## src/rtl/core/tli_pkg.sv

```systemverilog
// Shared types, constants and the quarter-wave sine table of the turtle line interpreter.
// Depends on nothing; every other file of the block imports it.
`default_nettype none

package tli_pkg;

  localparam int STACK_DEPTH     = 64;
  localparam int SINE_TABLE_BITS = 10;

  localparam int QSTEPS  = 1 << SINE_TABLE_BITS;
  localparam int IDX_LSB = 14 - SINE_TABLE_BITS;
  localparam int TRIG_W  = 17;
  localparam int STK_AW  = (STACK_DEPTH > 1) ? $clog2(STACK_DEPTH) : 1;
  localparam int STK_CW  = $clog2(STACK_DEPTH + 1);

  localparam logic [7:0] SYM_PLUS  = 8'h2B;
  localparam logic [7:0] SYM_MINUS = 8'h2D;
  localparam logic [7:0] SYM_OPEN  = 8'h28;
  localparam logic [7:0] SYM_CLOSE = 8'h29;

  typedef enum logic [2:0] {
    REG_START_HEADING  = 3'd0,
    REG_TURN_STEP      = 3'd1,
    REG_DRAW_MASK_LOW  = 3'd2,
    REG_DRAW_MASK_ML   = 3'd3,
    REG_DRAW_MASK_MH   = 3'd4,
    REG_DRAW_MASK_HIGH = 3'd5
  } cfg_reg_e;

  typedef enum logic [1:0] {
    ST_LINE       = 2'd0,
    ST_POP_EMPTY  = 2'd1,
    ST_PUSH_FULL  = 2'd2
  } status_e;

  typedef logic [STK_AW-1:0]          stk_addr_t;
  typedef logic [STK_CW-1:0]          stk_cnt_t;
  typedef logic [SINE_TABLE_BITS-1:0] rom_addr_t;
  // low half: q[idx], high half: q[N-idx]
  typedef logic [2*TRIG_W-1:0]        trig_pair_t;

  typedef struct packed {
    logic signed [31:0] x;
    logic signed [31:0] y;
    logic [15:0]        h;
  } frame_t;

  typedef struct packed {
    logic      we;
    stk_addr_t waddr;
    stk_addr_t raddr;
    frame_t    wdata;
  } stack_req_t;

  typedef struct packed {
    logic signed [31:0] from_x;
    logic signed [31:0] from_y;
    logic signed [31:0] to_x;
    logic signed [31:0] to_y;
    status_e            status;
  } result_t;

  localparam longint unsigned HALF_PI_Q30 = 64'd1686629713;
  localparam longint unsigned TAYLOR_DIV [7] = '{6, 20, 42, 72, 110, 156, 210};

  // sin(pi/2 * k/N) in unsigned Q1.16 via a Q30 Taylor series, evaluated at elaboration
  function automatic logic [TRIG_W-1:0] quarter_sine(input int unsigned k);
    longint unsigned theta;
    longint unsigned term;
    longint unsigned r;
    longint          sum;
    theta = (HALF_PI_Q30 * longint'(k)) >> SINE_TABLE_BITS;
    term  = theta;
    sum   = longint'(theta);
    for (int n = 0; n < 7; n++) begin
      term = (term * theta) >> 30;
      term = (term * theta) >> 30;
      term = term / TAYLOR_DIV[n];
      if ((n & 1) == 0) begin
        sum = sum - longint'(term);
      end else begin
        sum = sum + longint'(term);
      end
    end
    if (sum < 0) begin
      sum = 0;
    end
    r = (longint'(sum) + 64'd8192) >> 14;
    if (r > 64'd65536) begin
      r = 64'd65536;
    end
    return r[TRIG_W-1:0];
  endfunction

  typedef trig_pair_t sine_rom_t [QSTEPS];

  function automatic sine_rom_t build_sine_rom();
    sine_rom_t rom;
    for (int k = 0; k < QSTEPS; k++) begin
      rom[k] = {quarter_sine(QSTEPS - k), quarter_sine(k)};
    end
    return rom;
  endfunction

  localparam sine_rom_t SINE_ROM = build_sine_rom();

endpackage

`default_nettype wire

```

## src/rtl/core/tli_out_buf.sv

```systemverilog
// Two-entry output buffer (output register plus skid) for result transfers.
// Ready towards the core is registered. Depends on tli_pkg.
`default_nettype none

module tli_out_buf
  import tli_pkg::*;
(
  input  wire logic    clk,
  input  wire logic    rst_n,
  input  wire logic    push_valid,
  input  wire result_t push_data,
  output      logic    push_ready,
  output      logic    out_valid,
  output      result_t out_data,
  input  wire logic    out_ready
);

  logic    main_valid_r;
  logic    skid_valid_r;
  result_t main_r;
  result_t skid_r;
  logic    pop;

  assign pop        = main_valid_r && out_ready;
  assign push_ready = !skid_valid_r;
  assign out_valid  = main_valid_r;
  assign out_data   = main_r;

  always_ff @(posedge clk) begin
    if (!rst_n) begin
      main_valid_r <= 1'b0;
      skid_valid_r <= 1'b0;
    end else if (pop && skid_valid_r) begin
      main_r       <= skid_r;
      skid_valid_r <= 1'b0;
    end else if (pop || !main_valid_r) begin
      main_valid_r <= push_valid;
      main_r       <= push_data;
    end else if (push_valid) begin
      skid_r       <= push_data;
      skid_valid_r <= 1'b1;
    end
  end

`ifndef SYNTH
  a_skid_behind_main: assert property (@(posedge clk) disable iff (!rst_n)
    skid_valid_r |-> main_valid_r)
    else $error("skid entry held while output register empty");
`endif

endmodule

`default_nettype wire

```

## config.mk

```make
export PLATFORM = sky130hd
export DESIGN_NAME = tli_out_buf
export DESIGN_NICKNAME = d
export VERILOG_FILES = /design/src/rtl/core/tli_pkg.sv /design/src/rtl/core/tli_out_buf.sv
export SDC_FILE = /design/constraint.sdc
export NUM_CORES = 1
export LEC_CHECK = 0
export BUFFER_PORTS_ARGS = -buffer_cell sky130_fd_sc_hd__buf_2
export CAP_MARGIN = 20
export CORE_MARGIN = 5
export CORE_UTILIZATION = 45
export DETAILED_ROUTE_END_ITERATION = 8
export GPL_TIMING_DRIVEN = 0
export PLACE_DENSITY_LB_ADDON = 0.3
export SLEW_MARGIN = 10
export SYNTH_ARGS = -nofsm -noshare
export SYNTH_HDL_FRONTEND = slang
export SYNTH_SLANG_ARGS = --single-unit
```

## constraint.sdc

```tcl
create_clock -name clk -period 11.8 [get_ports clk]
set_clock_uncertainty 0.1 [all_clocks]
set_input_delay 0.59 -clock clk [delete_from_list [all_inputs] [get_ports clk]]
set_output_delay 0.59 -clock clk [all_outputs]
set_load 0.02 [all_outputs]
```

; After elaboration in Yosys (flattened, before gate mapping)
; Cells that the tools add are included.
[totals]
register_bits = 262
output_inout_bits = 132
wordCells = 28
[op_classes]
mux = 2
n_bitwise = 3
reduce_logical = 11
[op_table]
columns = op, count
row1 = $mux W130, 2
row2 = $reduce_and A2 Y1, 3
row3 = $reduce_and A4 Y1, 1
row4 = $not A1 Y1, 3
row5 = $logic_and A1 B1 Y1, 2
row6 = $logic_not A1 Y1, 2
row7 = $reduce_bool A2 Y1, 1
row8 = $reduce_or A2 Y1, 1
row9 = $logic_or A1 B1 Y1, 1

; Depth between registers and ports, before layout
; Gate-level depths: netlist (run 1).
[depth]
word_depth = 4
mapped_depth = 4
depth_no_buf = 3

; Least setup slack after synthesis (run 1)
; No wires, ideal clock.
[synth_timing]
kind = input to register
from = in out_ready
to = reg main_r, in the netlist out_data[0], enable pin
arrival_ns = 10.008
t_required_ns = 10.881
setup_slack_ns = 0.872
cell_stages = 2
cell_sequence = inv_1 > a21boi_0
[synth_via]
elab_chain_cells = 4
word_cells_on_any_way = 5
[synth_lines]
columns = element, line_no
row1 = from (decl), tli_out_buf.sv:15  ; input wire logic out_ready
row2 = $logic_and A1 B1 Y1 *, tli_out_buf.sv:24  ; assign pop = main_valid_r && out_ready;
row3 = $logic_and A1 B1 Y1 or $logic_or A1 B1 Y1 (tied branches), "tli_out_buf.sv:33, tli_out_buf.sv:36"
row4 = $reduce_bool A2 Y1 (no line) *, n/a
row5 = $reduce_and A2 Y1 (no line) *, n/a
row6 = to (signal assigned), tli_out_buf.sv:34  ; main_r <= skid_r;
row7 = to (signal assigned), tli_out_buf.sv:38  ; main_r <= push_data;
row8 = to (decl), tli_out_buf.sv:20  ; result_t main_r;
; Every way passes the cells marked *; elsewhere a longest branch is shown, timed or not.
; A chain may end at the register's enable or synchronous reset.

; Final worst setup path (run 1)
[layout_timing]
from = reg main_valid_r (netlist: out_valid)
to = reg main_r, in the netlist out_data[58], enable pin
[layout_via]
elab_chain_cells = 4
word_cells_on_any_way = 6
[layout_lines]
columns = element, line_no
row1 = from (decl), tli_out_buf.sv:18  ; logic main_valid_r;
row2 = from (signal assigned), tli_out_buf.sv:37  ; main_valid_r <= push_valid;
row3 = $logic_and A1 B1 Y1 or $logic_not A1 Y1 (tied branches), "tli_out_buf.sv:24, tli_out_buf.sv:36"
row4 = $logic_and A1 B1 Y1 or $logic_or A1 B1 Y1 (tied branches), "tli_out_buf.sv:33, tli_out_buf.sv:36"
row5 = $reduce_bool A2 Y1 (no line) *, n/a
row6 = $reduce_and A2 Y1 (no line) *, n/a
; Marks and branches as above.

==> results of run 1 <==
==> critical path, cell delays in order, from the launching register on <==
cell and delay [ns]:
dfxtp_1 0.39, a21boi_4 0.74, buf_16 0.26, buf_12 0.20, buf_16 0.18
==> how the worst min path moves through the flow <==
| stage | endpoint | cells past startpoint | slack [ns] |
|---|---|---|---|
| finish | skid_r[6] | 1 | 0.15 |
| CTS | skid_r[6] | 1 | 0.12 |
| detailed placement | out_data[98] | 1 | 0.43 |
| global placement | skid_valid_r | 2 | 0.40 |
| global route | skid_r[22] | 1 | 0.12 |
| floorplan | skid_valid_r | 2 | 0.37 |
==> final cells by class <==
class	instances	area, sq um	share of cell area [%]
timing repair buffer	272	1490	11.8
antenna	3	7.51	0.0594
buffer	14	139	1.10
clock buffer	38	769	6.09
sequential	262	7850	62.1
multi-input combinational	139	1910	15.1
tap	280	350	2.77
inverter	2	7.51	0.0594
clock inverter	13	119	0.941
==> logic make-up (layout without fill, tap and decap cells) <==
| logic type | count (synthesis) | in the layout | share of synthesized area, % |
|---|---|---|---|
| muxes | 130 | 130 | 18.6 |
| AOI/OAI and AO/OA | 4 | 4 | 0.278 |
| other | 0 | 3 | 0 |
| buffers and inverters | 16 | 339 | 1.48 |
| and+or+nand+nor | 5 | 5 | 0.253 |
| DFF | 262 | 262 | 79.4 |
==> flip-flops by register name, indices dropped and copies added, names as in the netlist <==
register,flops
skid_r,130
out_data,130
skid_valid_r,1
out_valid,1
==> cell usage in the layout, fill, tap and decap left out, drive strengths merged <==
cell type and n:
clkinvlp 3, mux2 130, buf 286, edfxtp 260
a21boi 2, clkbuf 38, a21oi 1, nor2 1
clkinv 8, bufinv 2, dfxtp 2, o21a 1
and4 1, nand2 2, diode 3, nand3 1
inv 2
==> per-stage QoR <==
stage / instances / power [mW]
after floorplan: 417 / 1.19
after global placement: 962 / 1.26
after detailed placement: 969 / 1.25
after CTS: 1020 / 2.10
after global routing: 1022 / 2.15
final: 1023 / 2.07
==> power groups by stage <==
stage          clock [mW]  combinational (mW)  sequential (mW)
2_1_floorplan           0              0.0486             1.14
3_3_place_gp            0               0.147             1.11
3_5_place_dp            0               0.160             1.09
4_1_cts             0.860               0.160             1.07
5_1_grt             0.907               0.168             1.08
6_report            0.833               0.158             1.07
==> metal layers <==
| metal | GRT usage, % | share of wire (%) | vias up |
|---|---|---|---|
| li1 | - | - | 2281 |
| met1 | 18.9 | 38 | 2475 |
| met2 | 25.8 | 50 | 194 |
| met3 | 4.48 | 9.2 | 36 |
| met4 | 5.36 | 2.1 | 4 |
| met5 | 0 | 0.14 | - |
==> results.toml, run 1 <==
[logic_synthesis]
ys_warn_count = 0
yosysTopAreaCell = "edfxtp_1"
synthTopCellsByCount = "260 x edfxtp_1, 100 x mux2_4, 30 x mux2_2"
synth_edf_count = 260
yosysMostFrequentCell = "edfxtp_1"
synth_area_leaders = "edfxtp_1 79%, mux2_4 15%, mux2_2 3.4%"
syn_area_sq_mm = 0.00989
synth.avg_cell_area_sq_um = 23.7
synthCells = 417
async_reset_ff_share_pct = 0
ys.flop_type = "edfxtp_1"
ys_types = 14
synth_seq_cells = 262
synth_top_area_share_pct = 79.0
synth_seq_area_share_pct = 79.4
synth.net_count = 551

[timing]
slew_violations = 0
maxSlewHeadroom_pct = 40.5
setup_tns_ns = 0
tightest_slew_ns = 0.891
fin_ws_ns = 9.59
fin_crit_ns = 2.21
rsz0062_at_grt = "no"
hold-worst-slack_ns = 0.148
hold_viol_final = 0
fin_crit_sh_pct = 18.8
fmax_ghz = 0.452
setup_viol = 0

[clock_tree]
clk_latency_ns = 0.52
numClockSinks = 262
post_cts_resized = 0
clock_path_buffers = 3
cts_max_level = 1
cts_tree = "yes"
post_cts_buffers = 0
cts.clk_slew.worst_paths_ns = 0.06
root_buffer = "clkbuf_16"
hold_buffers = 0
numCtsBuffers = 28

[flow_run]
cap_violations = 0

[detailed_routing]
ant_nets = 0
num_vias = 4990
remaining_drc_errors = 0
viasPerCell = 4.88
first_pass_iters = 4
wl_per_cell_um = 19.5
drtIter0Drc = 204
routed_wl_um = 20000

[place]
io_buffers = 265
place.gp.congestion = 0.777
placed_cell_area_sq_mm = 0.0117
post-place-ws_ns = 9.20
hpwl_um = 14400

[finish]
area_growth_pct = 27.8
nNetsFinal = 853
drive_gt1_share_pct = 61.9
utilization_pct = 58.1
final_cell_area_sq_mm = 0.0126
fillers = 1644

[power]
combinationalPowerShare_pct = 7.6
power_frac_seq_pct = 52.0
switching_power_mw = 0.430
swShare_pct = 20.8
power.internal_mw = 1.63
clkPwrFrac_pct = 40.3
ir_worst_vdd_v = 0.0000969
p_leak_nw = 5.19
pwr_density_cell_mw_per_mm2 = 163

[worst_setup_path]
crit_start = "out_valid"
ff2ff_setup_slack_ns = 9.59
r2r_end = "out_data[58]"
worstReg2RegStart = "out_valid"
start_kind = "register"
end_kind = "register"
critPathKind = "reg -> reg"
crit_fanout = 23
arrival_ns = 2.33
r2r_cells = 4
crit_path_end = "out_data[58]"
worstPathRequired_ns = 11.92

[global_route]
grt_pass1_wl_um = 29900
grt_pass1_vias = 5448
grtUsageTotal_pct = 15.3
overflow = 0
grt_max_degree = 62
antenna_found_initial = 4

[die]
dieWidth_um = 158
dieArea_sq_mm = 0.0250
core_area_sq_mm = 0.0218
num_rows = 54
io-pin-count = 266
die_h_um = 158
start_util_pct = 45.4

[outcome]
outcome = "completed"

[min_path]
hold_class = "in -> reg"
hp-start = "push_data[6]"
Note: power is estimated with default switching activity, not from simulation.
==> run 2: changes to the inputs <==
--- a/config.mk
+++ b/config.mk
@@ -5,6 +5,7 @@
 export SDC_FILE = /design/constraint.sdc
 export NUM_CORES = 1
 export LEC_CHECK = 0
+export ABC_AREA = 1
 export BUFFER_PORTS_ARGS = -buffer_cell sky130_fd_sc_hd__buf_2
 export CAP_MARGIN = 20
 export CORE_MARGIN = 5
==> constraint.sdc (replaced) <==
create_clock -name clk -period 2.19 [get_ports clk]
set_clock_uncertainty 0.1 [all_clocks]
set_input_delay 0.1095 -clock clk [delete_from_list [all_inputs] [get_ports clk]]
set_output_delay 0.1095 -clock clk [all_outputs]
set_load 0.02 [all_outputs]
==> results.toml, run 2 <==
[clock_tree]
post_cts_buffers = 0
cts.clk_slew.worst_paths_ns = 0.06
cts_max_level = 1
cts_tree = "yes"
numCtsBuffers = 27
clk_latency_ns = 0.53
numClockSinks = 262
root_buffer = "clkbuf_16"
clock_path_buffers = 3

[worst_setup_path]
crit_path_end = "skid_r[13]"
crit_fanout = 29
slowest_stage = "nor2_4"
worstReg2RegStart = "out_valid"
cp.depth = 5
path_buf_inv = 3
slowest_delay_ns = 0.47
ff2ff_setup_slack_ns = 0.14
start_kind = "register"
r2r_end = "skid_r[13]"
end_kind = "register"
path_cells = "nand3_4 -> nor2_4 -> buf_16 -> buf_12 -> buf_12"
crit_start = "out_valid"
critPathKind = "reg -> reg"
cp_top_family = "buffers and inverters"
arrival_ns = 2.16
worstPathRequired_ns = 2.31
cpMostUsedCell = "buf_12"
r2r_cells = 5

[place]
io_buffers = 265
place.gp.congestion = 0.749
hpwl_um = 15300
placed_cells = 1251

[global_route]
grt_max_degree = 31
grt_pass1_vias = 7148
overflow = 0
grt_pass1_wl_um = 38400
antenna_found_initial = 0
grtUsageTotal_pct = 18.4

[logic_synthesis]
syn_area_sq_mm = 0.0100
ys.flop_type = "edfxtp_1"
synth_seq_area_share_pct = 78.3
synth_top_area_share_pct = 77.9
synth.avg_cell_area_sq_um = 14.4
synth_area_leaders = "edfxtp_1 78%, o21ai_2 5.2%, inv_1 5.1%"
ys_types = 14
async_reset_ff_share_pct = 0
synth_edf_count = 260
ys_warn_count = 0
synth_seq_cells = 262
yosysTopAreaCell = "edfxtp_1"
yosysMostFrequentCell = "edfxtp_1"
synthTopCellsByCount = "260 x edfxtp_1, 135 x inv_1, 133 x nand2_1"
synth.net_count = 830
synthCells = 696

[finish]
register_area_sq_mm = 0.00785
fillers = 1583
final_cell_mix = "265 x buf_2, 260 x edfxtp_1, 135 x inv_1, 134 x dlygate4sd3_1, 133 x nand2_1"
final_cells = 1435
antennaDiodeCount = 0
nNetsFinal = 1268
drive_gt1_share_pct = 35.0
layout_commonest_cell = "buf_2"
area_growth_pct = 41.4
multi_input_area_sq_mm = 0.00145

[power]
p_leak_nw = 6.20
pwr_density_cell_mw_per_mm2 = 799
ir_worst_vdd_v = 0.000799

[timing]
tightest_slew_ns = 0.641
maxSlewHeadroom_pct = 57.2
hold_viol_final = 0
setup_viol = 0
fin_crit_ns = 2.05
hold-worst-slack_ns = 0.0639
fmax_ghz = 0.489
slew_violations = 0
rsz0062_at_grt = "no"
fin_crit_sh_pct = 93.4

[min_path]
hold_class = "in -> reg"

[die]
die_h_um = 159
io-pin-count = 266
num_rows = 54
dieWidth_um = 159
start_util_pct = 45.8
core_area_sq_mm = 0.0219
dieArea_sq_mm = 0.0254

[detailed_routing]
first_pass_iters = 4
wl_per_cell_um = 16.8
remaining_drc_errors = 0
routed_wl_um = 24100
ant_nets = 0
num_vias = 6806
viasPerCell = 4.74
drtIter0Drc = 438

[flow_run]
cap_violations = 0

[outcome]
outcome = "completed"
[run 2: cell count changes after synthesis, moves of 7 or more]
cell,delta
buf_6,+7
clkbuf_1,+7
inv_1,+133
mux2_2,-30
mux2_4,-100
nand2_1,+131
o21ai_0,+69
o21ai_2,+60
[run 2: area by class of cell]
cell class	instances	share of cell area, %
sequential	262	55.4
timing repair buffer	409	20.5
multi-input combinational	271	10.2
clock buffer	31	4.87
inverter	135	3.57
tap	280	2.47
buffer	28	1.77
clock inverter	19	1.24
[run 2: how the worst min path moves through the flow]
stage	from	to	slack, ns	depth (start not counted)
after global routing	out_ready	skid_r[45]	0.09	4
after floorplan	push_data[0]	skid_r[0]	0.11	0
final	out_ready	skid_r[44]	0.06	4
after CTS	out_ready	skid_r[41]	0.04	4
after global placement	push_data[68]	skid_r[68]	0.20	1
after detailed placement	push_data[48]	skid_r[48]	0.20	1
[run 2: layer usage]
metal	track usage, %	share of wire (%)
met4	4.77	2.3
met1	23.0	39
met5	0	0
met2	31.4	50
met3	5.38	8.1
[run 2: where the power goes]
group	internal (mW)	total (mW)	leakage, nW	switching, mW
registers	5.75	5.80	2.45	0.0525
clock network	2.62	4.48	0.431	1.86
logic	0.465	1.05	3.32	0.585
total	8.83	11.3	6.20	2.50
[run 2: worst register-to-register path, delay by kind of cell, from the launching register on]
kind                   cells  cell delay, ns
buffers and inverters      3            0.67
and+or+nand+nor            2            0.56
DFF                        1            0.40
[run 2: repair_timing]
| action | in CTS | in global routing |
|---|---|---|
| gates resized for setup | 0 | 0 |
| setup endpoints to repair | 0 | 0 |
| hold buffers | 134 | 0 |
| hold endpoints to repair | 274 | 0 |
[run 2: cell families (layout without fill, tap and decap cells)]
group / Yosys count / in the layout / synth area share, %
buffers and inverters: 163 / 622 / 7.56
AND/OR/NAND/NOR: 140 / 140 / 5.39
AO/OA/AOI/OAI: 131 / 131 / 8.78
flip-flops: 262 / 262 / 78.3
[run 2: through the flow]
| step | power (mW) | TNS [ns] | util [%] | cell area [sq um] | setup slack, ns |
|---|---|---|---|---|---|
| 3_3_place_gp | 6.70 | -455.96 | 53.6 | 11700 | -1.80 |
| 2_1_floorplan | 6.34 | -195.92 | - | 10100 | -0.762 |
| 6_report | 11.3 | 0 | 64.8 | 14200 | 0.144 |
| 4_1_cts | 11.4 | 0 | 64.8 | 14200 | 0.136 |
| 3_5_place_dp | 6.75 | 0 | 54.7 | 12000 | 0.155 |
| 5_1_grt | 11.8 | 0 | 64.8 | 14200 | 0.0526 |
